[src/design/pbl_pkg.sv]
// shared types and constants for the polygon boundary lattice counter
// used by pbl_ctrl, pbl_dp and polygon_boundary_lattice_count; no dependencies
package pbl_pkg;

    localparam int COORD_BITS_DEF = 16;
    localparam int MAX_VERTICES   = 1024;
    localparam int COUNT_W        = 26;

    typedef enum logic [4:0] {
        S_IDLE     = 5'b00001,
        S_DISPATCH = 5'b00010,
        S_EDGE     = 5'b00100,
        S_CLOSE    = 5'b01000,
        S_EMIT     = 5'b10000
    } state_t;

    typedef struct packed {
        logic load_in;
        logic init_first;
        logic start_edge;
        logic edge_close;
        logic accumulate;
        logic commit_prev;
        logic load_out;
    } cmd_t;

    typedef struct packed {
        logic have_prev;
        logic last;
        logic gcd_done;
        logic out_free;
    } status_t;

endpackage

[src/design/polygon_boundary_lattice_count.sv]
// steps: the vertex is loaded, then dispatched; a first vertex only sets the start point,
// others run the gcd of their edge; a last vertex adds a second gcd for the closing edge,
// adds it and loads the output register once that is free; each gcd step removes one factor
// of two or does one subtract; one vertex at a time, a new one is taken only in idle
// the result waits in an output register while the next vertex is taken in
// reset: asynchronous active-low rst_n clears the sequencer, running total and output valid
module polygon_boundary_lattice_count #(
    parameter int COORD_BITS = pbl_pkg::COORD_BITS_DEF
) (
    input  logic                          clk,
    input  logic                          rst_n,
    input  logic signed [COORD_BITS-1:0]  vertex_x,
    input  logic signed [COORD_BITS-1:0]  vertex_y,
    input  logic                          last_vertex,
    input  logic                          in_valid,
    output logic                          in_ready,
    output logic [pbl_pkg::COUNT_W-1:0]   boundary_points,
    output logic                          out_valid,
    input  logic                          out_ready
);

    pbl_pkg::cmd_t    cmd;
    pbl_pkg::status_t status;

    pbl_ctrl u_ctrl (
        .clk      (clk),
        .rst_n    (rst_n),
        .in_valid (in_valid),
        .in_ready (in_ready),
        .status   (status),
        .cmd      (cmd)
    );

    pbl_dp #(
        .COORD_BITS (COORD_BITS)
    ) u_dp (
        .clk             (clk),
        .rst_n           (rst_n),
        .vertex_x        (vertex_x),
        .vertex_y        (vertex_y),
        .last_vertex     (last_vertex),
        .cmd             (cmd),
        .status          (status),
        .boundary_points (boundary_points),
        .out_valid       (out_valid),
        .out_ready       (out_ready)
    );

endmodule

[src/design/pbl_ctrl.sv]
// sequencer for the polygon boundary lattice counter
// issues pbl_pkg::cmd_t commands to pbl_dp and reads back pbl_pkg::status_t
module pbl_ctrl (
    input  logic              clk,
    input  logic              rst_n,
    input  logic              in_valid,
    output logic              in_ready,
    input  pbl_pkg::status_t  status,
    output pbl_pkg::cmd_t     cmd
);

    pbl_pkg::state_t state_reg;
    pbl_pkg::state_t state_next;

    always_ff @(posedge clk or negedge rst_n)
    begin
        if (!rst_n)
        begin
            state_reg <= pbl_pkg::S_IDLE;
        end
        else
        begin
            state_reg <= state_next;
        end
    end

    assign in_ready = (state_reg == pbl_pkg::S_IDLE);

    always_comb
    begin
        state_next = state_reg;
        cmd        = '0;
        case (state_reg)
            pbl_pkg::S_IDLE:
            begin
                if (in_valid)
                begin
                    cmd.load_in = 1'b1;
                    state_next  = pbl_pkg::S_DISPATCH;
                end
            end
            pbl_pkg::S_DISPATCH:
            begin
                if (!status.have_prev)
                begin
                    // first vertex: no edge, a lone vertex closes to zero
                    cmd.init_first = 1'b1;
                    state_next     = status.last ? pbl_pkg::S_EMIT : pbl_pkg::S_IDLE;
                end
                else
                begin
                    cmd.start_edge = 1'b1;
                    state_next     = pbl_pkg::S_EDGE;
                end
            end
            pbl_pkg::S_EDGE:
            begin
                if (status.gcd_done)
                begin
                    cmd.accumulate  = 1'b1;
                    cmd.commit_prev = 1'b1;
                    if (status.last)
                    begin
                        // gcd unit reloads for the closing edge in the same cycle
                        cmd.start_edge = 1'b1;
                        cmd.edge_close = 1'b1;
                        state_next     = pbl_pkg::S_CLOSE;
                    end
                    else
                    begin
                        state_next = pbl_pkg::S_IDLE;
                    end
                end
            end
            pbl_pkg::S_CLOSE:
            begin
                if (status.gcd_done)
                begin
                    cmd.accumulate = 1'b1;
                    state_next     = pbl_pkg::S_EMIT;
                end
            end
            pbl_pkg::S_EMIT:
            begin
                if (status.out_free)
                begin
                    cmd.load_out = 1'b1;
                    state_next   = pbl_pkg::S_IDLE;
                end
            end
            default:
            begin
                state_next = pbl_pkg::S_IDLE;
            end
        endcase
    end

endmodule

[src/design/pbl_dp.sv]
// datapath: vertex registers, binary gcd unit, saturating total and output register
// driven by pbl_ctrl through pbl_pkg::cmd_t, reports pbl_pkg::status_t
module pbl_dp #(
    parameter int COORD_BITS = pbl_pkg::COORD_BITS_DEF
) (
    input  logic                          clk,
    input  logic                          rst_n,
    input  logic signed [COORD_BITS-1:0]  vertex_x,
    input  logic signed [COORD_BITS-1:0]  vertex_y,
    input  logic                          last_vertex,
    input  pbl_pkg::cmd_t                 cmd,
    output pbl_pkg::status_t              status,
    output logic [pbl_pkg::COUNT_W-1:0]   boundary_points,
    output logic                          out_valid,
    input  logic                          out_ready
);

    localparam int     CW      = pbl_pkg::COUNT_W;
    localparam int     KW      = $clog2(COORD_BITS + 1);
    localparam int     SUM_W   = ((COORD_BITS > CW) ? COORD_BITS : CW) + 1;
    localparam longint RAW_LIM = longint'(pbl_pkg::MAX_VERTICES)
                                 * ((longint'(1) << COORD_BITS) - longint'(1));
    localparam longint OUT_MAX = (longint'(1) << CW) - longint'(1);
    localparam longint LIM     = (RAW_LIM > OUT_MAX) ? OUT_MAX : RAW_LIM;
    localparam logic [SUM_W-1:0] SAT_LIMIT = SUM_W'(LIM);

    logic signed [COORD_BITS-1:0] cur_x_reg, cur_y_reg;
    logic signed [COORD_BITS-1:0] prev_x_reg, prev_y_reg;
    logic signed [COORD_BITS-1:0] first_x_reg, first_y_reg;
    logic                         last_reg;
    logic                         have_prev_reg;
    logic [CW-1:0]                total_reg;
    logic [CW-1:0]                out_reg;
    logic                         out_valid_reg;
    logic [COORD_BITS-1:0]        a_reg, b_reg;
    logic [KW-1:0]                k_reg;

    logic signed [COORD_BITS-1:0] ref_x, ref_y;
    logic signed [COORD_BITS:0]   dx, dy;
    logic [COORD_BITS-1:0]        abs_dx, abs_dy;
    logic                         gcd_done;
    logic [COORD_BITS-1:0]        gcd_val;
    logic [SUM_W-1:0]             sum;
    logic [CW-1:0]                total_sat;
    logic                         out_free;

    // the moving end is always the current vertex
    assign ref_x  = cmd.edge_close ? first_x_reg : prev_x_reg;
    assign ref_y  = cmd.edge_close ? first_y_reg : prev_y_reg;
    assign dx     = {cur_x_reg[COORD_BITS-1], cur_x_reg} - {ref_x[COORD_BITS-1], ref_x};
    assign dy     = {cur_y_reg[COORD_BITS-1], cur_y_reg} - {ref_y[COORD_BITS-1], ref_y};
    assign abs_dx = dx[COORD_BITS] ? COORD_BITS'(-dx) : dx[COORD_BITS-1:0];
    assign abs_dy = dy[COORD_BITS] ? COORD_BITS'(-dy) : dy[COORD_BITS-1:0];

    assign gcd_done  = (a_reg == '0) || (b_reg == '0);
    assign gcd_val   = (a_reg | b_reg) << k_reg;
    assign sum       = SUM_W'(total_reg) + SUM_W'(gcd_val);
    assign total_sat = (sum > SAT_LIMIT) ? CW'(SAT_LIMIT) : sum[CW-1:0];
    assign out_free  = !out_valid_reg || out_ready;

    assign status.have_prev = have_prev_reg;
    assign status.last      = last_reg;
    assign status.gcd_done  = gcd_done;
    assign status.out_free  = out_free;

    assign boundary_points = out_reg;
    assign out_valid       = out_valid_reg;

    // control state
    always_ff @(posedge clk or negedge rst_n)
    begin
        if (!rst_n)
        begin
            have_prev_reg <= 1'b0;
            total_reg     <= '0;
            out_valid_reg <= 1'b0;
        end
        else
        begin
            if (cmd.init_first)
            begin
                have_prev_reg <= 1'b1;
                total_reg     <= '0;
            end
            else if (cmd.accumulate)
            begin
                total_reg <= total_sat;
            end
            else if (cmd.load_out)
            begin
                have_prev_reg <= 1'b0;
                total_reg     <= '0;
            end

            if (cmd.load_out)
            begin
                out_valid_reg <= 1'b1;
            end
            else if (out_ready)
            begin
                out_valid_reg <= 1'b0;
            end
        end
    end

    // payload registers
    always_ff @(posedge clk)
    begin
        if (cmd.load_in)
        begin
            cur_x_reg <= vertex_x;
            cur_y_reg <= vertex_y;
            last_reg  <= last_vertex;
        end
        if (cmd.init_first || cmd.commit_prev)
        begin
            prev_x_reg <= cur_x_reg;
            prev_y_reg <= cur_y_reg;
        end
        if (cmd.init_first)
        begin
            first_x_reg <= cur_x_reg;
            first_y_reg <= cur_y_reg;
        end
        if (cmd.load_out)
        begin
            out_reg <= total_reg;
        end
    end

    // binary gcd, one reduction step per cycle
    always_ff @(posedge clk)
    begin
        if (cmd.start_edge)
        begin
            a_reg <= abs_dx;
            b_reg <= abs_dy;
            k_reg <= '0;
        end
        else if (!gcd_done)
        begin
            if (!a_reg[0] && !b_reg[0])
            begin
                a_reg <= a_reg >> 1;
                b_reg <= b_reg >> 1;
                k_reg <= k_reg + KW'(1);
            end
            else if (!a_reg[0])
            begin
                a_reg <= a_reg >> 1;
            end
            else if (!b_reg[0])
            begin
                b_reg <= b_reg >> 1;
            end
            else if (a_reg >= b_reg)
            begin
                a_reg <= a_reg - b_reg;
            end
            else
            begin
                b_reg <= b_reg - a_reg;
            end
        end
    end

endmodule

[config.mk]
export PLATFORM = sky130hd
export DESIGN_NAME = polygon_boundary_lattice_count
export DESIGN_NICKNAME = d
export VERILOG_FILES = /design/src/design/pbl_pkg.sv /design/src/design/polygon_boundary_lattice_count.sv /design/src/design/pbl_ctrl.sv /design/src/design/pbl_dp.sv
export SDC_FILE = /design/constraint.sdc
export NUM_CORES = 1
export LEC_CHECK = 0
export ABC_AREA = 1
export CAP_MARGIN = 20
export CELL_PAD_IN_SITES_DETAIL_PLACEMENT = 2
export CELL_PAD_IN_SITES_GLOBAL_PLACEMENT = 2
export CORE_UTILIZATION = 35
export CTS_CLUSTER_SIZE = 12
export DETAILED_ROUTE_END_ITERATION = 8
export DONT_BUFFER_PORTS = 1
export GPL_TIMING_DRIVEN = 1
export HOLD_SLACK_MARGIN = 0.12
export PLACE_DENSITY = 0.79
export SLEW_MARGIN = 20
export SYNTH_ARGS = -nofsm -noshare
export SYNTH_HDL_FRONTEND = slang
export SYNTH_SLANG_ARGS = --single-unit
[constraint.sdc]
create_clock -name clk -period 3.7 [get_ports clk]
set_input_delay 0.555 -clock clk [delete_from_list [all_inputs] [get_ports clk]]
set_output_delay 0.555 -clock clk [all_outputs]
set_load 0.03 [all_outputs]
==> impl_metrics.py, run 1 <==
metrics = {
    "outcome": {
        "status": "stopped before the end",
        "stop_stage": "global routing",
        "firstError": "[ERROR GRT-0232] Routing congestion too high. Check the congestion heatmap in the GUI.",
    },
    "floorplan": {
        "die_w_um": 202.6,
        "core.rowCount": 73,
        "initial_utilization_pct": 35.43,
        "dieHeight_um": 202.6,
        "io_pins": 65,
    },
    "cts": {
        "cts_buffer_depth": 2,
        "clock-root-buffer": "clkbuf_16",
        "cts.sinks": 193,
        "htreeDepth": 4,
        "numCtsBuffers": 17,
    },
    "logic_synthesis": {
        "netlist-cell-type-count": 52,
        "synthCells": 1845,
        "syn_area_um2": 14080,
        "yosysSeqAreaShare_pct": 39.65,
        "synth_edf_count": 155,
        "synthArstFlopShare_pct": 17.10,
        "yosysWarnings": 0,
        "ys_ff_latch": 193,
        "synth_flop_cell": "edfxtp_1",
        "syn_avg_cell_area_um2": 7.630,
        "syn-num-nets": 1985,
    },
    "place": {
        "place_area_um2": 17080,
        "port_buffers": 0,
        "dpl.hpwl_um": 46040,
        "dp.cells": 2659,
        "place.gp.congestion": 0.9213,
    },
    "global_route": {
        "track_usage_pct": 64.81,
        "grt-ovfl-total": 12,
        "grt_start_max_net_pins": 36,
    },
    "timing": {
        "postGrtWorstEndpoint": "u_dp.a_reg[14]$_DFFE_PP_/D",
        "worst_endpoint_kind": "register input",
    },
}
==> synthesized netlist by cell type, types with 14 or more instances <==
library cell | count | area [um2]
dfrtp_1 | 32 | 800.8
nor2_1 | 145 | 544.3
clkbuf_1 | 20 | 75.07
edfxtp_1 | 155 | 4654
nand2_1 | 535 | 2008
nand3_1 | 124 | 620.6
xor2_1 | 34 | 297.8
ha_1 | 98 | 1226
o22ai_1 | 14 | 87.58
a21oi_1 | 87 | 435.4
nand4_1 | 22 | 137.6
inv_1 | 281 | 1055
mux2i_1 | 25 | 250.2
nor3_1 | 25 | 125.1
o21ai_0 | 105 | 525.5
==> per-layer routing <==
layer	GRT overflow	global-route usage [%]
met1	0	61.85
met2	4	90.45
met3	0	42.10
met4	8	63.99
met5	0	22.02
==> logic make-up after synthesis <==
logic type | share of synthesized area [%]
AOI/OAI and AO/OA | 10.47
xor gates and xnor gates | 3.093
adders and majority gates | 9.421
buffers and inverters | 8.648
DFF | 39.65
muxes | 2.418
and+or+nand+nor | 26.30
==> timing repair <==
| item | 4_1_cts |
|---|---|
| endpoints found under the hold margin | 33 |
| resized for setup | 467 |
| hold buffers | 2 |
| setup endpoints to repair | 56 |
| pin swaps | 123 |
| buffers inserted | 74 |
| gates cloned | 3 |
==> metrics by stage <==
step,setup slack (ns),hold WS [ns],utilization (%)
detailed placement,-0.6570,0.2599,42.99
global placement,-0.3239,0.2601,42.99
floorplan,0.008528,0.2594,-
CTS,-0.3442,0.1398,50.30
==> run 2, diff against run 1 <==
--- a/config.mk
+++ b/config.mk
@@ -7,15 +7,11 @@
 export LEC_CHECK = 0
 export ABC_AREA = 1
 export CAP_MARGIN = 20
-export CELL_PAD_IN_SITES_DETAIL_PLACEMENT = 2
-export CELL_PAD_IN_SITES_GLOBAL_PLACEMENT = 2
-export CORE_UTILIZATION = 35
-export CTS_CLUSTER_SIZE = 12
+export CORE_UTILIZATION = 30
 export DETAILED_ROUTE_END_ITERATION = 8
 export DONT_BUFFER_PORTS = 1
 export GPL_TIMING_DRIVEN = 1
-export HOLD_SLACK_MARGIN = 0.12
-export PLACE_DENSITY = 0.79
+export PLACE_DENSITY_LB_ADDON = 0.15
 export SLEW_MARGIN = 20
 export SYNTH_ARGS = -nofsm -noshare
 export SYNTH_HDL_FRONTEND = slang
==> constraint.sdc (replaced) <==
create_clock -name clk -period 4.8 [get_ports clk]
set_input_delay 0.72 -clock clk [delete_from_list [all_inputs] [get_ports clk]]
set_output_delay 0.72 -clock clk [all_outputs]
set_load 0.03 [all_outputs]
==> run 2 against run 1 <==
The flow now finishes without violations. Area after synthesis unchanged. Synthesized cell count unchanged.
==> impl_metrics.py, run 2 <==
metrics = {
    "outcome": {
        "status": "finished clean",
    },
    "hold_path": {
        "hp-class": "in -> async",
    },
    "worst_setup_path": {
        "slowest_delay_ns": 0.53,
        "path_buf_inv": 4,
        "worstPathCellList": "inv_1 > ha_1 > inv_1 > o21ai_0 > o21ai_0 > o21ai_0 > o21ai_0 > ha_1 > nand2_1 > nor2_1 > inv_1 > nor3_1 > nand2_1 > nand2_1 > nand2_1 > nand2_1 > nand4_1 > nor2_1 > nand3_2 > buf_4 > nand3_1 > nand2_1 > nand2_1",
        "worst_setup_path_start_kind": "flip-flop",
        "crit_required_ns": 5.23,
        "rrSetupSlack_ns": 0.55,
        "crit_family": "simple AND/OR/NAND/NOR gates",
        "end_kind": "flip-flop",
        "path_class": "reg -> reg",
        "cp_max_fo": 10,
        "cpMostUsedCell": "nand2_1",
        "crit_slowest_cell": "edfxtp_1",
        "worstPathArrival_ns": 4.69,
    },
    "logic_synthesis": {
        "netlist-cell-type-count": 52,
        "yosysTopAreaCell": "edfxtp_1",
        "yosysWarnings": 0,
        "synth_edf_count": 155,
        "yosysTopAreaCellShare_pct": 33.06,
        "synthArstFlopShare_pct": 17.10,
        "syn-num-nets": 1985,
        "yosysMostFrequentCell": "nand2_1",
        "yosysSeqAreaShare_pct": 39.65,
        "syn_area_um2": 14080,
        "synthTopCellsByCount": "nand2_1 (535), inv_1 (281), edfxtp_1 (155)",
        "syn_avg_cell_area_um2": 7.630,
        "ys_ff_latch": 193,
        "synth_flop_cell": "edfxtp_1",
        "synthCells": 1845,
        "synthTopCellsByArea": "edfxtp_1 (33%), nand2_1 (14%), ha_1 (8.7%)",
    },
    "cts": {
        "cts_setup_buffers": 0,
        "cts_buffer_depth": 2,
        "cts_tree": "done",
        "clk_pin_slew_ns": 0.09,
        "numCtsBuffers": 17,
        "cts.sinks": 193,
        "htreeDepth": 4,
        "clock-root-buffer": "clkbuf_16",
        "clk_latency_ns": 0.50,
    },
    "global_route": {
        "grt_first_pass_wirelength_um": 62620,
        "grt_pass1_vias": 11800,
        "antenna_found_initial": 0,
        "grt-ovfl-total": 0,
        "grt_start_max_net_pins": 39,
        "track_usage_pct": 16.95,
    },
    "floorplan": {
        "initial_utilization_pct": 30.30,
        "io_pins": 65,
        "core.rowCount": 79,
        "core_area_um2": 46460,
        "dieHeight_um": 218.6,
        "fp.dieArea_um2": 47790,
        "die_w_um": 218.6,
    },
    "layout": {
        "drive_gt1_share_pct": 4.601,
        "final_cell_mix": "nand2_1 (534), inv_1 (280), edfxtp_1 (155), nor2_1 (142), nand3_1 (124)",
        "n_antenna_cell": 0,
        "fin_nets": 1996,
        "syn_to_final_growth_pct": 10.59,
        "final_common_cell": "nand2_1",
    },
    "power": {
        "ir_worst_vdd_mv": 0.3692,
        "power.density_nw_per_um2": 732.0,
        "power_w": 0.01139,
        "power_leakage_nw": 7.241,
    },
    "place": {
        "dpl.hpwl_um": 31140,
        "place.gp.congestion": 0.9246,
        "port_buffers": 0,
    },
    "timing": {
        "rsz0062_at_grt": "false",
        "setup_viol": 0,
        "fin_setup_tns_ns": 0,
        "tightest_slew_ns": 1.010,
        "clock_skew_ns": 0.01706,
        "slew_headroom_pct": 32.28,
        "fmax_ghz": 0.2352,
        "slew_violations": 0,
        "finalCriticalPeriod_ns": 4.251,
        "hold_viol": 0,
        "timing.final.crit_share_pct": 88.57,
    },
    "drt": {
        "drtAntennaViolNets": 0,
        "viasPerCell": 4.837,
        "drt_iter0_drc": 706,
        "drc_errors": 0,
        "vias": 11980,
        "drt_first_pass_iters": 5,
        "routed_wl_um": 38920,
        "wl_per_cell_um": 15.72,
    },
    "job": {
        "maxCapViolations": 0,
    },
}
==> run 2: cell type report <==
class | instances | area [um2]
Tap cell | 607 | 759.5
Clock buffer | 18 | 450.4
Sequential cell | 193 | 5582
Clock inverter | 14 | 183.9
Multi-Input combinational cell | 1335 | 7326
Inverter | 284 | 1066
Fill cell | 4967 | 30890
Timing Repair Buffer | 25 | 200.2
==> run 2: power by group <==
part | internal [W] | leakage (nW) | switching [W]
logic | 0.00222 | 5.00 | 0.00460
registers | 0.00253 | 1.93 | 0.000502
clock network | 0.000784 | 0.310 | 0.000765
total | 0.00553 | 7.24 | 0.00587
==> run 2: timing repair <==
action | 4_1_cts | 5_1_grt
setup endpoints to repair | 0 | 16
hold buffers | 1 | 0
gates resized for setup | 0 | 3
endpoints found under the hold margin | 32 | 0
==> run 2: cells by family after synthesis <==
family                   after synthesis  synth area share, %
AND/OR/NAND/NOR                      888                26.30
XOR/XNOR                              48                3.093
AO/OA/AOI/OAI                        263                10.47
adder cells (fa/ha/maj)              103                9.421
buffers and inverters                317                8.648
flip-flops                           193                39.65
multiplexers                          33                2.418
==> run 2: per-layer routing <==
| layer | share of wire (%) | GRT usage (%) |
|---|---|---|
| met5 | 0 | 0 |
| met4 | 2.8 | 7.063 |
| met3 | 3.5 | 2.937 |
| met2 | 48 | 28.64 |
| met1 | 45 | 21.17 |
==> run 2: stage by stage <==
stage / area (um2) / utilization, % / hold WS (ns) / instances / worst slack (ns)
floorplan: 14080 / - / 0.4244 / 1845 / 0.8459
global placement: 14900 / 32.08 / 0.4252 / 2443 / 0.3798
detailed placement: 14900 / 32.08 / 0.4253 / 2443 / 0.3962
CTS: 15560 / 33.49 / 0.005255 / 2476 / 0.3463
global route: 15570 / 33.51 / 0.02269 / 2476 / 0.01782
finish: 15570 / 33.51 / 0.04338 / 2476 / 0.5485
==> run 2: worst paths after layout <==
path / from / cells after the start / end
min: rst_n / 1 / u_dp.total_reg[20]$_DFFE_PN0P_
min in group clk: vertex_x[13] / 0 / u_dp.cur_x_reg[13]$_DFFE_PP_
max reg2reg: u_dp.a_reg[1]$_DFFE_PP_ / 23 / u_dp.total_reg[21]$_DFFE_PN0P_
max: u_dp.a_reg[1]$_DFFE_PP_ / 23 / u_dp.total_reg[21]$_DFFE_PN0P_
min reg2reg: u_dp.cur_x_reg[15]$_DFFE_PP_ / 0 / u_dp.prev_x_reg[15]$_DFFE_PP_
max in group asynchronous: rst_n / 1 / u_dp.total_reg[5]$_DFFE_PN0P_
==> run 2: worst reg2reg max path, cell delays in order, from the launching register on <==
cell,delay [ns]
edfxtp_1,0.53
inv_1,0.20
ha_1,0.18
inv_1,0.05
o21ai_0,0.21
o21ai_0,0.15
o21ai_0,0.22
o21ai_0,0.23
ha_1,0.46
nand2_1,0.14
nor2_1,0.16
inv_1,0.07
nor3_1,0.25
nand2_1,0.12
nand2_1,0.09
nand2_1,0.05
nand2_1,0.12
nand4_1,0.09
nor2_1,0.16
nand3_2,0.24
buf_4,0.25
nand3_1,0.08
nand2_1,0.07
nand2_1,0.08
(Power assumes the default switching activity.)
